==> config.mk <==
export PLATFORM = sky130hd
export DESIGN_NAME = wprm_ram
export DESIGN_NICKNAME = d
export VERILOG_FILES = /design/src/rtl/wprm_ram.sv
export SDC_FILE = /design/constraint.sdc
export NUM_CORES = 1
export LEC_CHECK = 0
export BUFFER_PORTS_ARGS = -buffer_cell sky130_fd_sc_hd__buf_2
export CAP_MARGIN = 0
export CORE_ASPECT_RATIO = 1.1
export CORE_MARGIN = 10
export CORE_UTILIZATION = 60
export DETAILED_ROUTE_END_ITERATION = 8
export GPL_TIMING_DRIVEN = 0
export HOLD_SLACK_MARGIN = 0.03
export PLACE_DENSITY = 0.79
export SLEW_MARGIN = 10
export SYNTH_ARGS = -nofsm -noshare
export SYNTH_HDL_FRONTEND = slang
export SYNTH_SLANG_ARGS = --single-unit
==> constraint.sdc <==
create_clock -name clock -period 3.31 [get_ports clock]
set_input_delay 0.662 -clock clock [delete_from_list [all_inputs] [get_ports clock]]
set_output_delay 0.662 -clock clock [all_outputs]
set_load 0.02 [all_outputs]
==> src/rtl/wprm_ram.sv <==
`timescale 1ns / 1ps
module wprm_ram #(
   parameter int WIDTH = 8,
   parameter int DEPTH = 32
) (
   input  logic                     clock,
   input  logic                     we,
   input  logic [$clog2(DEPTH)-1:0] waddr,
   input  logic [WIDTH-1:0]         wdata,
   input  logic [$clog2(DEPTH)-1:0] raddr,
   output logic [WIDTH-1:0]         rdata
);
   logic [WIDTH-1:0] mem [DEPTH];
   logic [WIDTH-1:0] rdata_ff;

   always_ff @(posedge clock) begin
      if (we) begin
         mem[waddr] <= wdata;
      end
      rdata_ff <= mem[raddr];
   end

   assign rdata = rdata_ff;
endmodule

== After elaboration in Yosys (flattened, before gate mapping) ==
Memory sizes are Yosys's and may differ from the RTL's. A register that Yosys moved wholly into a read port is not among the register bits.
Cells that the tools add are included.
Word-level totals
  memories kept: 1
  logic and storage cells: 3
  bits in registers: 0
  output and inout port bits: 8
  bits in writable memories: 256
Cells by class
  mux-type cells: 2
Memory list
  mem: words 32, bits a word 8, rd ports 1, clocked after Yosys merged registers in 1, wr ports 1, line 13  | logic [WIDTH-1:0] mem [DEPTH];
Operators by type and width (count)
  $mux W1: 2

== Logic depth before layout (Yosys ltp) ==
Gate-level depths: netlist of run 1.
  word-level depth: 2
  depth in mapped cells: 5

== Least setup slack after synthesis of run 1 ==
Ideal clock, no wire load.
  path kind: input -> register
  start point: in raddr[2]
  end point: reg rdata_ff[0], in the netlist rdata[0], read port of mem
  library setup time: 121 ps
  stages: 5
  arrival time: 2344 ps
  path slack: 846 ps
  buffers on the path: 2
  required time: 3189 ps
  path through: clkbuf_1 > clkbuf_1 > mux4_2 > mux4_2 > mux2_2
RTL lines
  start: declaration: line 10  | input logic [$clog2(DEPTH)-1:0] raddr,
  end: declaration: line 14  | logic [WIDTH-1:0] rdata_ff;

==> metrics.cfg, run 1 <==
[outcome]
status = finished clean

[worst_setup_path]
ff2ff_setup_slack_ns = 1.47
r2r-start = mem[15][0]
cp.required_ns = 3.71
crit_path_max_incr_delay_ns = 0.65
crit_path_start_kind = input port
critPathArrivalTime_ns = 3.01
critPathCapture = rdata[0]
cp_slowest_cell = clkbuf_1
reg2reg_depth = 3
cp-startpoint = raddr[2]
path_cells = clkbuf_1 -> clkbuf_1 -> mux4_2 -> mux4_2 -> mux2_2
cp-end-kind = flip-flop
timing.rr.end = rdata[0]
worstSetupPathType = input port to flip-flop
cp_max_fo = 10

[floorplan]
rows = 49
die_h_um = 156
start_util = 0.612
fp.dieW_um = 143
ioPinCount = 28
core_area_um2 = 16400
dieArea_um2 = 22300

[sta]
timing.final.hold_violations = 0
period_needed_ns = 2.61
setup_violations = 0
worst_pin_slew_ns = 0.865
rsz0062_at_grt = false
finalClockSkew_ns = 0.0181
fmax_ghz = 0.383
drv_slew = 0
fin_crit_sh = 0.788
tns_ns = 0
setup_ws_ns = 0.700
holdWs_ns = 0.683
slew_headroom = 0.423

[placed_design]
dp_hpwl_mm = 12.2
preCtsSetupSlack_ns = 0.161
dp.cells = 643
io_buffers = 22
gp_congestion = 0.821

[layout]
instances_no_fill = 686
regArea_um2 = 7850
insertedDiodeCount = 0
fillers = 969
synthToLayoutAreaGrowth_pct = 12.2
layout-drive-gt1-share = 0.328
multi_input_area_um2 = 2100
nNetsFinal = 486

[power]
finalPower_uw = 7090
power.share.clock = 0.423
powerDensity_nw_per_um2 = 628
p_int_uw = 5720
pwr-share-comb = 0.051
sw_frac_of_total = 0.194
p_seq_frac = 0.526
netSwitchingPower_uw = 1370
vdd_drop_max_uv = 462
leakage_uw = 0.00353

[synthesis]
ys_seq_area_frac = 0.781
synth_nets = 437
ys_warn_count = 0
netlist_instances = 417
netlist.area_leader.share = 0.765
synth_seq_cells = 264
netlist_area_um2 = 10100
yosys-top-cells-area = edfxtp_1 76%, mux4_2 18%, dfxtp_1 1.6%, nor2_1 1.2%, mux2_2 0.90%
synth_top_area_cell = edfxtp_1
synth_cell_types = 15
syn_area_per_cell_um2 = 24.1

[grt]
grt.total_usage = 0.183
grt_pass1_vias = 4811
grt_pass1_wl_mm = 30.4
grt_antenna_before_repair = 0
grt_max_degree = 33
grt-ovfl-total = 0

[cts]
cts_resized = 0
cts_setup_buffers = 0
cts-root-buf = clkbuf_16
cts_tree = done
hold_buffers = 0
h-tree-depth = 1
clock_sinks = 264
cts-buffers-inserted = 25
clkTransAtPathRegs_ns = 0.06
cts_buffer_depth = 3
clock_latency_ns = 0.51

[detailed_routing]
wirelength_mm = 19.7
drt_iter0_drc = 505
vias_per_cell = 6.57
dr_total_vias = 4505
wire_per_inst_um = 28.7
antenna_left = 0
dr.pass1.iters = 5
drcViolationCount = 0

[hold_path]
holdCritStartpoint = wdata[6]
hold_path.class = input port to flip-flop

[flow_run]
drv_cap = 0

==> power groups by stage <==
stage	sequential [uW]	clock, uW	combinational, uW
after floorplan	3810	0	198
after global placement	3800	0	347
after detailed placement	3800	0	359
after CTS	3730	3040	367
after global routing	3730	3170	386
final	3730	3000	365
==> critical path, delay by kind of cell <==
family / cells / cell delay [ns]
multiplexers: 3 / 1.29
buffers and inverters: 2 / 1.05
==> worst min-delay path by stage <==
stage | to | slack [ns] | depth (start not counted)
after global placement | rdata[1] | 0.89 | 3
after global routing | rdata[7] | 0.68 | 2
after floorplan | mem[0][0] | 0.76 | 0
final | mem[17][6] | 0.68 | 1
after detailed placement | rdata[0] | 0.91 | 3
after CTS | mem[17][6] | 0.67 | 1
==> stage by stage <==
stage                     area [um^2]   util
after CTS                       11300  0.687
after floorplan                 10100      -
after global routing            11300  0.687
final                           11300  0.687
after global placement          10400  0.634
after detailed placement        10400  0.634
==> cell usage after synthesis, drive strengths merged <==
master,count
edfxtp,256
mux4,80
nor2,33
buf,14
dfxtp,8
mux2,8
clkbuf,6
nand3b,5
or3b,3
nand3,2
nand2,1
or3,1
==> cell type report <==
| class | count | area share |
|---|---|---|
| clock inverter | 14 | 0.0198 |
| sequential | 264 | 0.695 |
| buffer | 20 | 0.00943 |
| clock buffer | 29 | 0.0568 |
| timing repair buffer | 22 | 0.00976 |
| tap | 204 | 0.0226 |
| multi-input combinational | 133 | 0.186 |
==> sequential cells by signal (all words and copies together), names as in the netlist <==
name,flops
rdata,8
mem,256
==> cells by family after synthesis <==
logic type,count (synthesis),synth area share
flip-flops,264,0.781
AND/OR/NAND/NOR,45,0.0207
buffers and inverters,20,0.0106
multiplexers,88,0.188
==> layout by cell type (no fill, tap or decap), types with 2 or more instances in the layout <==
master and n:
buf_1 6, buf_2 23, buf_4 6, bufinv_16 6, clkbuf_1 10, clkbuf_16 25
clkinv_1 2, clkinv_2 4, dfxtp_1 8, edfxtp_1 256, mux2_2 8, mux4_2 80
nand3_1 2, nand3b_1 5, nor2_1 33, or3b_2 3
==> routing by layer <==
layer	share of wire	vias to the layer above	global-route usage
li1	-	1872	-
met2	0.49	232	0.287
met1	0.40	2365	0.261
met3	0.077	36	0.0298
met4	0.028	0	0.0589
met5	0	-	0
Note: power is estimated with default switching activity, not from simulation.
==> run 2: changes to the inputs <==
--- a/config.mk
+++ b/config.mk
@@ -5,6 +5,7 @@
 export SDC_FILE = /design/constraint.sdc
 export NUM_CORES = 1
 export LEC_CHECK = 0
+export ABC_AREA = 1
 export BUFFER_PORTS_ARGS = -buffer_cell sky130_fd_sc_hd__buf_2
 export CAP_MARGIN = 0
 export CORE_ASPECT_RATIO = 1.1
==> constraint.sdc (replaced) <==
create_clock -name clock -period 2.6 [get_ports clock]
set_input_delay 0.52 -clock clock [delete_from_list [all_inputs] [get_ports clock]]
set_output_delay 0.52 -clock clock [all_outputs]
set_load 0.02 [all_outputs]
==> metrics.cfg, run 2 <==
[sta]
finalClockSkew_ns = 0.0201
setup_ws_ns = 0.823
fmax_ghz = 0.563
setup_violations = 0
timing.final.hold_violations = 0
rsz0062_at_grt = false
drv_slew = 0
fin_crit_sh = 0.683
tns_ns = 0
worst_pin_slew_ns = 0.930
slew_headroom = 0.377
period_needed_ns = 1.78

[cts]
h-tree-depth = 1
cts_setup_buffers = 0
cts_resized = 0
cts_tree = done
clock_sinks = 264
hold_buffers = 0
clock_latency_ns = 0.54
cts-root-buf = clkbuf_16
clkTransAtPathRegs_ns = 0.06
cts_buffer_depth = 3
cts-buffers-inserted = 26

[layout]
utilization = 0.680
synthToLayoutAreaGrowth_pct = 11.5
instances_no_fill = 1231
final_cell_mix = 360 x nand2_1, 256 x edfxtp_1, 204 x nand3_1
layout-drive-gt1-share = 0.110
insertedDiodeCount = 0
top_register = mem
final_common_cell = nand2_1
nNetsFinal = 994
fillers = 1245
largest_reg_flops = 256

[grt]
grt_pass1_vias = 6845
grt_antenna_before_repair = 1
grt-ovfl-total = 0
grt.total_usage = 0.214
grt_max_degree = 33
grt_pass1_wl_mm = 39.2

[synthesis]
syn_area_per_cell_um2 = 11.7
yosys-top-cells-area = edfxtp_1 71%, nand2_1 13%, nand3_1 9.5%, buf_6 2.5%, dfxtp_1 1.5%
ys_seq_area_frac = 0.728
synth_seq_cells = 264
synth-main-ff-cell = edfxtp_1
synth.most_common_cell = nand2_1
netlist.area_leader.share = 0.713
netlist_area_um2 = 10800
netlist_instances = 922
ys_warn_count = 0
async_flop_share = 0
synth_edf_count = 256
synth_nets = 942
synth_top_area_cell = edfxtp_1
synth_common_cells = 360 x nand2_1, 256 x edfxtp_1, 204 x nand3_1, 32 x nor2_1, 24 x buf_6
synth_cell_types = 12

[worst_setup_path]
crit_path_start_kind = input port
path_buf_inv = 3
worstSetupPathType = input port to flip-flop
path_cells = buf_2 -> inv_2 -> buf_1 -> nand3_1 -> nand3_1 -> nand2_1 -> nand2_1 -> nand2_1 -> nand2_1 -> nand2_1
cp-end-kind = flip-flop
cp_max_fo = 10
cp_slowest_cell = buf_1
critPathArrivalTime_ns = 2.17
cp.required_ns = 3.00
crit_path_max_incr_delay_ns = 0.51
cp_common_cell = nand2_1
crit_family = buffers and inverters

[floorplan]
die_h_um = 161
dieArea_um2 = 23700
fp.dieW_um = 148
rows = 51
start_util = 0.610
core_area_um2 = 17700
ioPinCount = 28

[detailed_routing]
wirelength_mm = 25.5
vias_per_cell = 5.78
antenna_left = 0
wire_per_inst_um = 20.7
drt_iter0_drc = 848
drcViolationCount = 0
dr.pass1.iters = 6
dr_total_vias = 7120

[placed_design]
dp_hpwl_mm = 16.6
gp_congestion = 1.01
preCtsSetupSlack_ns = 0.381
dp.cells = 1184
io_buffers = 24

[hold_path]
hold_path.class = input port to flip-flop

[power]
pwr-share-comb = 0.069
p_int_uw = 6990
p_seq_frac = 0.527
power.share.clock = 0.403
powerDensity_nw_per_um2 = 748
sw_frac_of_total = 0.223
vdd_drop_max_uv = 596
leakage_uw = 0.00451
netSwitchingPower_uw = 2000

[outcome]
status = finished clean

[flow_run]
drv_cap = 0

==> run 2: cell types whose count changed after synthesis, sizes merged, moves of 5 or more <==
| cell | previous run | this run |
|---|---|---|
| inv | 0 | 10 |
| mux2 | 8 | 0 |
| nand3b | 5 | 0 |
| buf | 14 | 45 |
| nand2 | 1 | 360 |
| mux4 | 80 | 0 |
| nand3 | 2 | 204 |
==> run 2: per-stage QoR <==
stage          instance area, um^2  hold WS (ns)  total power [uW]
2_1_floorplan                10800         0.619              5190
3_3_place_gp                 11200         0.780              5430
3_5_place_dp                 11200         0.782              5440
4_1_cts                      12000         0.385              8980
5_1_grt                      12000         0.414              9260
6_report                     12000         0.409              9000
==> run 2: cell families after synthesis <==
kind of cell | synth area share
buffers and inverters | 0.0414
AND/OR/NAND/NOR | 0.231
flip-flops | 0.728
==> run 2: final cells by class <==
cell class	instances	area [um^2]	area share
sequential	264	7850	0.652
multi-input combinational	596	2490	0.207
clock buffer	30	687	0.0571
buffer	52	409	0.0340
tap	238	298	0.0248
clock inverter	17	136	0.0113
timing repair buffer	24	120	0.00999
inverter	10	37.5	0.00312
==> run 2: tightest hold or removal path, delay by kind of cell <==
kind,cells,cell delay [ns]
buf+inv,1,0.18
simple gates,2,0.19
==> run 2: layer usage <==
layer	global-route usage	routed length [um]	vias up
li1	-	-	3312
met1	0.291	10100	3332
met2	0.346	12100	420
met3	0.0391	2770	54
met4	0.0631	604	2
met5	0	13	-
==> run 2: worst paths after layout <==
path                    from  endpoint  slack [ns]  depth (start not counted)
setup / recovery    raddr[1]  rdata[0]        0.82                         10
setup reg to reg  mem[13][0]  rdata[0]        1.30                          8
hold / removal      raddr[4]  rdata[3]        0.41                          3
hold reg to reg    mem[0][3]  rdata[3]        0.81                          8
==> run 2: power groups by stage <==
stage | Sequential, uW | Clock (uW) | Combinational (uW)
finish | 4740 | 3630 | 625
global route | 4740 | 3840 | 680
CTS | 4740 | 3620 | 614
detailed placement | 4830 | 0 | 608
global placement | 4830 | 0 | 593
floorplan | 4850 | 0 | 341
==> run 3: changes to the inputs <==
--- a/config.mk
+++ b/config.mk
@@ -10,11 +10,11 @@
 export CAP_MARGIN = 0
 export CORE_ASPECT_RATIO = 1.1
 export CORE_MARGIN = 10
-export CORE_UTILIZATION = 60
+export CORE_UTILIZATION = 56
 export DETAILED_ROUTE_END_ITERATION = 8
 export GPL_TIMING_DRIVEN = 0
 export HOLD_SLACK_MARGIN = 0.03
-export PLACE_DENSITY = 0.79
+export PLACE_DENSITY = 0.78
 export SLEW_MARGIN = 10
 export SYNTH_ARGS = -nofsm -noshare
 export SYNTH_HDL_FRONTEND = slang
==> constraint.sdc (replaced) <==
create_clock -name clock -period 1.46 [get_ports clock]
set_input_delay 0.292 -clock clock [delete_from_list [all_inputs] [get_ports clock]]
set_output_delay 0.292 -clock clock [all_outputs]
set_load 0.02 [all_outputs]
==> metrics.cfg, run 3 (synthesized netlist as in run 2, its figures left out) <==
[sta]
setup_violations = 8
timing.final.hold_violations = 0
drv_slew = 0
setup_ws_ns = -0.0355
fmax_ghz = 0.669
finalClockSkew_ns = 0.0169
period_needed_ns = 1.50
worst_pin_slew_ns = 0.960
fin_crit_sh = 1.02
rsz0062_at_grt = true
slew_headroom = 0.357

[outcome]
status = finished with violations
violations = negative setup slack

[detailed_routing]
drt_iter0_drc = 920
antenna_left = 0
met3_length_mm = 2.50
drcViolationCount = 0
wl_met2_mm = 12.5
dr.pass1.iters = 6
dr_total_vias = 7159
wl_met1_mm = 10.1
topRoutingLayerUsed = met4
vias_per_cell = 5.78
wire_per_inst_um = 20.9
wirelength_mm = 25.9

[cts]
cts_buffer_depth = 3
cts-buffers-inserted = 25
clock_latency_ns = 0.53
cts-root-buf = clkbuf_16
clock_sinks = 264
cts_tree = done
clkTransAtPathRegs_ns = 0.06
hold_buffers = 0
h-tree-depth = 1

[floorplan]
die_h_um = 166
ioPinCount = 28
fp.dieW_um = 152
core_area_um2 = 19000
dieArea_um2 = 25200
start_util = 0.567
rows = 53

[power]
pwr-share-comb = 0.071
p_seq_frac = 0.538
finalPower_uw = 15700
leakage_uw = 0.00450
p_int_uw = 12200
netSwitchingPower_uw = 3480
vdd_drop_max_uv = 1110
powerDensity_nw_per_um2 = 1310
sw_frac_of_total = 0.222
power.share.clock = 0.391

[layout]
synthToLayoutAreaGrowth_pct = 11.3
final_cell_mix = 360 x nand2_1, 256 x edfxtp_1, 204 x nand3_1
largest_reg_flops = 256
multi_input_area_um2 = 2500
layout-drive-gt1-share = 0.113
final_common_cell = nand2_1
insertedDiodeCount = 0
nNetsFinal = 993
regArea_um2 = 7850
fillers = 1392
utilization = 0.631
top_register = mem
instances_no_fill = 1238

[placed_design]
gp_congestion = 0.966
dp.cells = 1193
dp_hpwl_mm = 16.8
io_buffers = 24

[hold_path]
min_path_cells = 3
min_to = rdata[2]
holdCritStartpoint = raddr[4]
hold_path.class = input port to flip-flop

[grt]
grt_pass1_wl_mm = 39.3
grt-ovfl-total = 0
grt_antenna_before_repair = 0
grt_pass1_vias = 6848
grt.total_usage = 0.202
grt_max_degree = 33

[worst_setup_path]
reg2reg_depth = 8
crit_family = simple AND/OR/NAND/NOR gates
cp-end-kind = flip-flop
cp_slowest_cell = nor2_1
worstSetupPathType = input port to flip-flop
crit_path_max_incr_delay_ns = 0.84
path_cells = buf_2 -> inv_1 -> nand3_1 -> nor2_1
ff2ff_setup_slack_ns = 0.27
crit_path_start_kind = input port
cp_max_fo = 8
path_buf_inv = 2
cp.required_ns = 1.61
r2r-start = mem[21][0]
critPathArrivalTime_ns = 1.65
timing.rr.end = rdata[0]

[flow_run]
drv_cap = 0

[run 3: through the flow]
step,instance area [um^2],worst slack [ns],TNS (ns),hold WS [ns]
finish,12000,-0.0355,-0.261,0.183
global route,12000,-0.0653,-0.924,0.189
CTS,12000,0.00810,0,0.157
detailed placement,11200,-0.540,-99.67,0.704
global placement,11200,-0.513,-95.99,0.706
floorplan,10800,0.134,0,0.391
[run 3: tightest hold or removal path: stages]
cell and delay, ns:
clkbuf_1 0.17, nand2_1 0.11, nand2_1 0.08
[run 3: layout make-up]
type                    count  area share
multi-input cells         596       0.208
clock inverters            11     0.00719
repair buffers             24      0.0100
plain buffers              52      0.0344
well taps                 247      0.0258
inverters                  10     0.00313
flip-flops and latches    264       0.654
clock buffers              34      0.0574
[run 3: routing by layer]
layer  up-vias  GRT usage
met4         0     0.0718
met3        51     0.0285
met5         -          0
li1       3306          -
met1      3394      0.264
met2       408      0.341
[run 3: worst max path at each step]
stage	from	end	slack (ns)	depth (start not counted)
2_1_floorplan	waddr[0]	mem[0][0]	0.13	3
3_3_place_gp	waddr[0]	mem[10][0]	-0.51	4
3_5_place_dp	waddr[0]	mem[10][0]	-0.54	4
4_1_cts	waddr[0]	mem[10][6]	0.008	4
5_1_grt	waddr[0]	mem[2][4]	-0.07	4
6_report	waddr[0]	mem[2][4]	-0.04	4
[run 3: power groups by stage]
stage          logic (uW)  registers (uW)  clock network (uW)
6_report             1120            8450                6140
5_1_grt              1210            8450                6490
4_1_cts              1100            8450                6160
3_5_place_dp         1100            8610                   0
3_3_place_gp         1070            8600                   0
2_1_floorplan         607            8640                   0
[run 3: what timing repair did]
item                                    in CTS  in global routing
endpoints found under the setup margin       0                 37
gates resized for setup                      0                  7
setup buffers                                0                  0
